## src/hdl/bdhc_pkg.sv

```systemverilog
// Shared types and constants for the button debounce and hold classifier.
// No dependencies; compile first.
`default_nettype none

package bdhc_pkg;

  // Fixed field widths
  localparam int NOW_BITS          = 32;
  localparam int DEBOUNCE_BITS     = 16;
  localparam int PRESS_BITS        = 32;
  localparam int CFG_DATA_BITS     = 32;
  localparam int CFG_INDEX_BITS    = 2;
  localparam int DEFAULT_TIME_BITS = 32;

  // Register reset values
  localparam logic [DEBOUNCE_BITS-1:0] DEBOUNCE_RESET  = 16'd30;
  localparam logic [PRESS_BITS-1:0]    LONG_RESET      = 32'd1000;
  localparam logic [PRESS_BITS-1:0]    VERY_LONG_RESET = 32'd5000;

  // Register indexes
  typedef enum logic [CFG_INDEX_BITS-1:0] {
    CFG_DEBOUNCE  = 2'd0,
    CFG_LONG      = 2'd1,
    CFG_VERY_LONG = 2'd2
  } cfg_index_t;

  // Press event codes
  typedef enum logic [1:0] {
    EV_NONE      = 2'd0,
    EV_SHORT     = 2'd1,
    EV_LONG      = 2'd2,
    EV_VERY_LONG = 2'd3
  } press_event_t;

  // Register file contents handed to the datapath
  typedef struct packed {
    logic [DEBOUNCE_BITS-1:0] debounce_time;
    logic [PRESS_BITS-1:0]    long_press_time;
    logic [PRESS_BITS-1:0]    very_long_press_time;
  } bdhc_cfg_t;

endpackage

`default_nettype wire

```

## src/hdl/bdhc_if.sv

```systemverilog
// Valid/ready channel interfaces for button samples and press events.
// Depends on bdhc_pkg for field widths.
`default_nettype none

interface bdhc_sample_if;
  logic                          valid;
  logic                          ready;
  logic                          raw_pressed;
  logic [bdhc_pkg::NOW_BITS-1:0] now_time;

  modport source (output valid, output raw_pressed, output now_time, input ready);
  modport sink   (input valid, input raw_pressed, input now_time, output ready);
endinterface

interface bdhc_event_if;
  logic       valid;
  logic       ready;
  logic [1:0] press_event;

  modport source (output valid, output press_event, input ready);
  modport sink   (input valid, input press_event, output ready);
endinterface

`default_nettype wire

```

## src/hdl/bdhc_cfg.sv

```systemverilog
// Configuration register file: debounce and press-duration thresholds.
// Depends on bdhc_pkg.
`default_nettype none

module bdhc_cfg (
  input  wire logic                                clk,
  input  wire logic                                rst,
  input  wire logic                                cfg_we,
  input  wire logic [bdhc_pkg::CFG_INDEX_BITS-1:0] cfg_index,
  input  wire logic [bdhc_pkg::CFG_DATA_BITS-1:0]  cfg_data,
  output bdhc_pkg::bdhc_cfg_t                      cfg
);
  import bdhc_pkg::*;

  bdhc_cfg_t regs;

  // Decode the write; unknown indexes are dropped
  always_ff @(posedge clk) begin
    if (rst) begin
      regs.debounce_time        <= DEBOUNCE_RESET;
      regs.long_press_time      <= LONG_RESET;
      regs.very_long_press_time <= VERY_LONG_RESET;
    end else if (cfg_we) begin
      unique case (cfg_index)
        CFG_DEBOUNCE:  regs.debounce_time        <= cfg_data[DEBOUNCE_BITS-1:0];
        CFG_LONG:      regs.long_press_time      <= cfg_data[PRESS_BITS-1:0];
        CFG_VERY_LONG: regs.very_long_press_time <= cfg_data[PRESS_BITS-1:0];
        default: ;
      endcase
    end
  end

  assign cfg = regs;

endmodule

`default_nettype wire

```

## src/hdl/bdhc_core.sv

```systemverilog
// Debounce state and hold-time classifier: input register, one pass of
// compare/subtract logic, result register. Depends on bdhc_pkg, bdhc_if.
`default_nettype none

module bdhc_core #(
  parameter int TIME_BITS = bdhc_pkg::DEFAULT_TIME_BITS
) (
  input  wire logic                clk,
  input  wire logic                rst,
  input  wire bdhc_pkg::bdhc_cfg_t cfg,
  bdhc_sample_if.sink              sample,
  bdhc_event_if.source             result
);
  import bdhc_pkg::*;

  localparam int CMP_BITS = (TIME_BITS > PRESS_BITS) ? TIME_BITS : PRESS_BITS;
  localparam int EXT_BITS = (TIME_BITS > NOW_BITS) ? TIME_BITS : NOW_BITS;

  // Input stage
  logic                 s1_valid;
  logic                 s1_raw;
  logic [TIME_BITS-1:0] s1_now;
  logic                 s1_adv;

  // Debounce state
  logic                 debounced_pressed;
  logic                 previous_raw;
  logic [TIME_BITS-1:0] change_time;
  logic [TIME_BITS-1:0] press_start_time;

  // Result stage
  logic                 out_valid;
  press_event_t         out_event;

  // Step logic
  logic [EXT_BITS-1:0]  now_ext;
  logic [TIME_BITS-1:0] since_change;
  logic [TIME_BITS-1:0] held;
  logic [CMP_BITS-1:0]  held_ext;
  logic                 raw_change;
  logic                 settled;
  logic                 take;
  press_event_t         ev_next;

  // Result register frees when empty or being drained
  assign s1_adv       = !out_valid || result.ready;
  assign sample.ready = !s1_valid || s1_adv;

  assign now_ext = EXT_BITS'(sample.now_time);

  // Capture the sample transfer
  always_ff @(posedge clk) begin
    if (rst) begin
      s1_valid <= 1'b0;
    end else if (sample.ready) begin
      s1_valid <= sample.valid;
    end
  end

  always_ff @(posedge clk) begin
    if (sample.ready && sample.valid) begin
      s1_raw <= sample.raw_pressed;
      s1_now <= now_ext[TIME_BITS-1:0];
    end
  end

  // Debounce window and hold classification
  always_comb begin
    since_change = s1_now - change_time;
    held         = s1_now - press_start_time;
    held_ext     = CMP_BITS'(held);
    raw_change   = (s1_raw != previous_raw);
    settled      = (since_change >= TIME_BITS'(cfg.debounce_time));
    take         = !raw_change && settled && (s1_raw != debounced_pressed);
    ev_next      = EV_NONE;
    if (take && !s1_raw) begin
      if (held_ext >= CMP_BITS'(cfg.very_long_press_time)) begin
        ev_next = EV_VERY_LONG;
      end else if (held_ext >= CMP_BITS'(cfg.long_press_time)) begin
        ev_next = EV_LONG;
      end else begin
        ev_next = EV_SHORT;
      end
    end
  end

  // Advance state on each processed sample
  always_ff @(posedge clk) begin
    if (rst) begin
      debounced_pressed <= 1'b0;
      previous_raw      <= 1'b0;
      change_time       <= '0;
      press_start_time  <= '0;
    end else if (s1_valid && s1_adv) begin
      if (raw_change) begin
        previous_raw <= s1_raw;
        change_time  <= s1_now;
      end else if (take) begin
        debounced_pressed <= s1_raw;
        if (s1_raw) begin
          press_start_time <= s1_now;
        end
      end
    end
  end

  // Result register
  always_ff @(posedge clk) begin
    if (rst) begin
      out_valid <= 1'b0;
    end else if (s1_adv) begin
      out_valid <= s1_valid;
    end
  end

  always_ff @(posedge clk) begin
    if (s1_valid && s1_adv) begin
      out_event <= ev_next;
    end
  end

  assign result.valid       = out_valid;
  assign result.press_event = out_event;

  // A reported press always comes with a debounced release
  assert property (@(posedge clk) disable iff (rst)
    (s1_valid && s1_adv && ev_next != EV_NONE) |=>
      (!debounced_pressed && $past(debounced_pressed)))
    else $error("press event without debounced release");

  // A raw level change yields no event
  assert property (@(posedge clk) disable iff (rst)
    (s1_valid && s1_adv && raw_change) |=> (out_valid && out_event == EV_NONE))
    else $error("event reported on raw level change");

  // Debounced level moves only when a sample is processed
  assert property (@(posedge clk) disable iff (rst)
    !(s1_valid && s1_adv) |=> $stable(debounced_pressed))
    else $error("debounced level changed without a sample");

  // A stalled input stage keeps its sample
  assert property (@(posedge clk) disable iff (rst)
    (s1_valid && !s1_adv) |=> (s1_valid && $stable(s1_now) && $stable(s1_raw)))
    else $error("stalled sample lost");

endmodule

`default_nettype wire

```

## src/hdl/button_debounce_hold_classifier.sv

```systemverilog
// Button debounce with press-duration classification, top level.
// A sample is taken into the input register, then its result into the result register.
// Throughput: one sample per cycle; a stalled result holds the pipeline.
// The debounce state sits in one register set updated by a single
// compare/subtract pass, so consecutive samples follow without gaps.
// Reset (rst, synchronous): state released, times 0, registers to defaults.
`default_nettype none

module button_debounce_hold_classifier #(
  parameter int TIME_BITS = bdhc_pkg::DEFAULT_TIME_BITS
) (
  input  wire logic                                clk,
  input  wire logic                                rst,
  bdhc_sample_if.sink                              sample,
  bdhc_event_if.source                             result,
  input  wire logic                                cfg_we,
  input  wire logic [bdhc_pkg::CFG_INDEX_BITS-1:0] cfg_index,
  input  wire logic [bdhc_pkg::CFG_DATA_BITS-1:0]  cfg_data
);
  import bdhc_pkg::*;

  bdhc_cfg_t cfg;

  // Threshold registers
  bdhc_cfg u_cfg (
    .clk       (clk),
    .rst       (rst),
    .cfg_we    (cfg_we),
    .cfg_index (cfg_index),
    .cfg_data  (cfg_data),
    .cfg       (cfg)
  );

  // Debounce and classify
  bdhc_core #(
    .TIME_BITS (TIME_BITS)
  ) u_core (
    .clk    (clk),
    .rst    (rst),
    .cfg    (cfg),
    .sample (sample),
    .result (result)
  );

endmodule

`default_nettype wire
```

## src/flat_wrapper.sv

```systemverilog
// flat-port wrapper written by rule: the top's interface ports become plain ports
module button_debounce_hold_classifier_flat import bdhc_pkg::*;
#(
  parameter int TIME_BITS = bdhc_pkg::DEFAULT_TIME_BITS
)
  (clk, rst, cfg_we, cfg_index, cfg_data, sample_valid, sample_raw_pressed, sample_now_time, sample_ready, result_valid, result_press_event, result_ready);
  bdhc_sample_if sample_i ();
  bdhc_event_if result_i ();
  input  wire logic clk;
  input  wire logic rst;
  input  wire logic cfg_we;
  input  wire logic [bdhc_pkg::CFG_INDEX_BITS-1:0] cfg_index;
  input  wire logic [bdhc_pkg::CFG_DATA_BITS-1:0] cfg_data;
  input wire logic [$bits(sample_i.valid)-1:0] sample_valid;
  input wire logic [$bits(sample_i.raw_pressed)-1:0] sample_raw_pressed;
  input wire logic [$bits(sample_i.now_time)-1:0] sample_now_time;
  output wire logic [$bits(sample_i.ready)-1:0] sample_ready;
  output wire logic [$bits(result_i.valid)-1:0] result_valid;
  output wire logic [$bits(result_i.press_event)-1:0] result_press_event;
  input wire logic [$bits(result_i.ready)-1:0] result_ready;
  assign sample_i.valid = sample_valid;
  assign sample_i.raw_pressed = sample_raw_pressed;
  assign sample_i.now_time = sample_now_time;
  assign sample_ready = sample_i.ready;
  assign result_valid = result_i.valid;
  assign result_press_event = result_i.press_event;
  assign result_i.ready = result_ready;
  button_debounce_hold_classifier #(.TIME_BITS(TIME_BITS)) u_core (.clk(clk), .rst(rst), .sample(sample_i), .result(result_i), .cfg_we(cfg_we), .cfg_index(cfg_index), .cfg_data(cfg_data));
endmodule
```

## config.mk

```make
export PLATFORM = sky130hd
export DESIGN_NAME = button_debounce_hold_classifier_flat
export DESIGN_NICKNAME = d
export VERILOG_FILES = /design/src/hdl/bdhc_pkg.sv /design/src/hdl/bdhc_if.sv /design/src/hdl/bdhc_cfg.sv /design/src/hdl/bdhc_core.sv /design/src/hdl/button_debounce_hold_classifier.sv /design/src/flat_wrapper.sv
export SDC_FILE = /design/constraint.sdc
export NUM_CORES = 1
export LEC_CHECK = 0
export BUFFER_PORTS_ARGS = -buffer_cell sky130_fd_sc_hd__buf_2
export CORE_MARGIN = 2
export CORE_UTILIZATION = 60
export CTS_BUF_LIST = sky130_fd_sc_hd__clkbuf_8 sky130_fd_sc_hd__clkbuf_16
export DETAILED_ROUTE_END_ITERATION = 12
export PLACE_DENSITY = 0.86
export SYNTH_ARGS = -nofsm -noshare
export SYNTH_HDL_FRONTEND = slang
export SYNTH_HIERARCHICAL = 1
export SYNTH_SLANG_ARGS = --single-unit
export TNS_END_PERCENT = 10
```

## constraint.sdc

```tcl
create_clock -name clk -period 12.9 [get_ports clk]
set_clock_uncertainty 0.1 [all_clocks]
set_input_delay 1.29 -clock clk [delete_from_list [all_inputs] [get_ports clk]]
set_output_delay 1.29 -clock clk [all_outputs]
set_load 0.01 [all_outputs]
```

==> key figures <==
Critical path
  • Crit Path Max Fanout: 4
  • Critical Setup Path Class: flop to flop
  • Crit. End Element: flop
  • Buf/Inv on CP: 2
  • Required time worst endpoint: 12.99 ns
  • CP top delay family: compound AO/OA/AOI/OAI gates
  • Worst EP arrival: approximately 5.5 ns
  • Critical path, cell by cell: inv_1, ha_1, inv_1, fa_1, a21o_1, a21oi_1, nor2b_1, o221ai_1, o21ai_1, nand3_1, a31o_2, o21ai_0, a21o_1, xor2_1, ha_1, a21o_1, a21o_1, a21o_1, a21oi_1, o21ai_0, a2111o_1, a211oi_1, or2_2, a21oi_1
  • Startpoint types: flop
  • Worst path max stage delay: approximately 0.43 ns
  • CP max-delay cell: a2111o_1
  • CP dominant cell by count: a21o_1

Layout
  • Final Instance Area: between 10000 and 15000 um^2
  • Share of layout cells above drive strength 1: 0.133
  • Layout area overhead: 7.23%
  • Nets: ~1700
  • Final Core Density: 0.660
  • # fillers: around 1700
  • N_diodes: 0

Synth
  • Most numerous cell in the Yosys netlist: inv_1
  • Avg Cell Area, Syn: 8.89 um^2
  • Number of synthesized flops with an enable pin: 35
  • Compound-gate portion of the synthesized area: 0.153
  • Post-synth top flop: dfxtp_1
  • Ys async rst share: 0
  • Register area share after synthesis: 0.308
  • Synth area leader: dfxtp_1
  • Yosys top cell area share: 0.228
  • Cell Area, Synth: about 13000 um^2
  • Yosys warning count: 6
  • Library cells used by synthesis: between 80 and 90
  • Ranking of synthesized cells by area: dfxtp_1 23%, ha_1 14%, mux2i_1 8.9%
  • Mapped Cells: approximately 1500
  • FF+latch count, synth: 183
  • Post-Synth Simple-Gate Area: 0.203
  • Xor/xnor share of the synthesized area: 0.0303
  • Post-synthesis mux area share: 0.0909
  • Syn nets: 1682
  • Largest family of logic cells by synthesized area: simple AND/OR/NAND/NOR gates
  • Post-Synth Adder-Cell Area: 0.140
  • Commonest cells in the netlist: 157 x inv_1, 148 x dfxtp_1, 143 x ha_1

Global routing
  • Initial antenna violation count: 0
  • First-pass GRT wire length: about 48000 um
  • Maximum number of pins on one net before global-route repair: 134
  • Final global-route overflow total: 0
  • Gr usage total: 0.261
  • Vias in the first global route: slightly above 10000

Placed design
  • DP HPWL: about 22000 um
  • Gp weighted congestion: 0.959
  • Placed inst area: approximately 13000 um^2
  • Port bufs: 75

CTS
  • H-tree levels: 4
  • Post-CTS Setup Inserts: 0
  • CTS sink cnt: between 150 and 200
  • CTS Buf Count: 17
  • CTS tree: yes
  • Worst skew pair latency: around 0.44 ns
  • Reg clk slew, reported paths: 0.07 ns
  • Root buf cell: clkbuf_16
  • Longest Clk Path Bufs: 2
  • Post-CTS Hold Buffers: 0
  • Resized cells post-CTS: 0

Floorplanning
  • Die ar.: approximately 23000 um^2
  • Row cnt: 53
  • Die H: about 150 um
  • Core region area: 21200 um^2
  • Ports: 76
  • Die width: 151 um
  • Initial Util: 0.615

Route
  • Wirelength, routed: between 20000 and 30000 um
  • Drt first pass iters: 6
  • DRT antenna net count: 0
  • Vias per inst: around 5.8
  • DR DRC count: 0
  • DR WL/cell: about 16 um
  • Via count: roughly 10000
  • DRC marker count from the first detailed-route iteration: approximately 600

Timing
  • Max Clk Rate: approximately 180 MHz
  • Slew margin rel.: 0.257
  • Min Clock Period, post-route: roughly 5.4 ns
  • Final hold violations: 0
  • Worst-Margin Slew: about 1.1 ns
  • Fin crit share: 0.420
  • Setup TNS: 0 ns
  • Setup repair after global routing missed its margin: no
  • Max Slew Vio Count: 0
  • Final setup violation count: 0

Job
  • Max-Cap Viols: 0

Run status
  • Outcome: complete, no violations

Min path
  • Hold Crit Class: flop to flop

Power and ir drop
  • P_leak: roughly 0.0056 uW
  • Worst VDD drop: about 110 uV
  • Pwr/cell area: slightly above 100 nW/um^2
==> layout by cell type, fill, tap and decap left out, types with 15 or more instances in the layout <==
master	Yosys	final
nand4_1	23	23
clkbuf_16	0	17
or2b_2	55	55
nand2b_1	112	112
o21ai_0	34	34
xnor2_1	30	30
xor2_1	15	15
a21o_1	45	45
a21oi_1	98	98
dfxtp_1	148	148
ha_1	143	143
mux2i_1	116	116
nor2_1	71	71
buf_2	7	74
inv_1	157	157
edfxtp_1	35	35
nand2_1	118	118
o21a_1	21	21
==> worst register-to-register path: stages (launching register included) <==
cell	delay (ns)
edfxtp_1	0.42
inv_1	0.10
ha_1	0.18
inv_1	0.06
fa_1	0.41
a21o_1	0.18
a21oi_1	0.22
nor2b_1	0.11
o221ai_1	0.31
o21ai_1	0.25
nand3_1	0.18
a31o_2	0.21
o21ai_0	0.09
a21o_1	0.20
xor2_1	0.20
ha_1	0.29
a21o_1	0.16
a21o_1	0.17
a21o_1	0.18
a21oi_1	0.13
o21ai_0	0.15
a2111o_1	0.43
a211oi_1	0.23
or2_2	0.16
a21oi_1	0.06
==> area by class of cell <==
class	instances	area, um^2	share of cell area
Clock inverter	15	118	0.00842
Inverter	157	589	0.0422
Clock buffer	17	425	0.0305
Sequential cell	183	4010	0.288
Timing Repair Buffer	81	423	0.0303
Tap cell	275	344	0.0246
Multi-Input combinational cell	1068	8050	0.576
==> kinds of logic (layout without fill, tap and decap cells) <==
family / Yosys count / after routing
AOI/OAI and AO/OA: 293 / 293
muxes: 118 / 118
and+or+nand+nor: 467 / 467
adders and majority gates: 145 / 145
xor gates and xnor gates: 45 / 45
buffers and inverters: 214 / 270
DFF: 183 / 183
==> per-stage QoR <==
step	total power, uW	hold slack, ns	std cells	setup WS [ns]
final	1440	0.356	1796	7.49
after global routing	1500	0.371	1796	7.16
after CTS	1440	0.358	1796	7.56
after detailed placement	948	0.348	1764	7.61
after global placement	935	0.342	1764	7.78
after floorplan	871	0.333	1465	8.04
==> state kept, by name, summed over array words and instances (netlist names) <==
register / cells
u_core/u_core/s1_raw: 1
u_core/u_core/s1_valid: 1
u_core/u_core/press_start_time: 32
u_core/u_core/result.press_event: 2
u_core/u_core/previous_raw: 1
u_core/u_cfg/cfg: 80
u_core/u_core/debounced_pressed: 1
u_core/u_core/s1_now: 32
u_core/u_core/result.valid: 1
u_core/u_core/change_time: 32
==> per-layer routing <==
metal	up-vias	part of all wire	GRT usage
met3	85	0.047	0.0428
met4	0	0.039	0.117
met5	-	0	0
met1	4836	0.43	0.317
li1	5113	-	-
met2	299	0.48	0.455
==> power breakdown <==
group | total, uW | leakage (uW) | switching (uW) | internal (uW)
Clock | 494 | 0.000254 | 244 | 250
Combinational | 326 | 0.00383 | 187 | 139
Sequential | 619 | 0.00154 | 16.0 | 603
==> path summary, 6_finish.rpt <==
path / slack [ns] / to / depth (start not counted) / from
worst min register to register: 0.36 / u_core/u_core/change_time[25]$_SDFFE_PP0P_ / 2 / u_core/u_core/change_time[25]$_SDFFE_PP0P_
worst max register to register: 7.49 / u_core/u_core/result.press_event[1]$_SDFFCE_PN0P_ / 24 / u_core/u_core/s1_now[0]$_DFFE_PP_
worst max-delay path: 7.49 / u_core/u_core/result.press_event[1]$_SDFFCE_PN0P_ / 24 / u_core/u_core/s1_now[0]$_DFFE_PP_
worst min-delay path: 0.36 / u_core/u_core/change_time[25]$_SDFFE_PP0P_ / 2 / u_core/u_core/change_time[25]$_SDFFE_PP0P_
(Power assumes the default switching activity.)
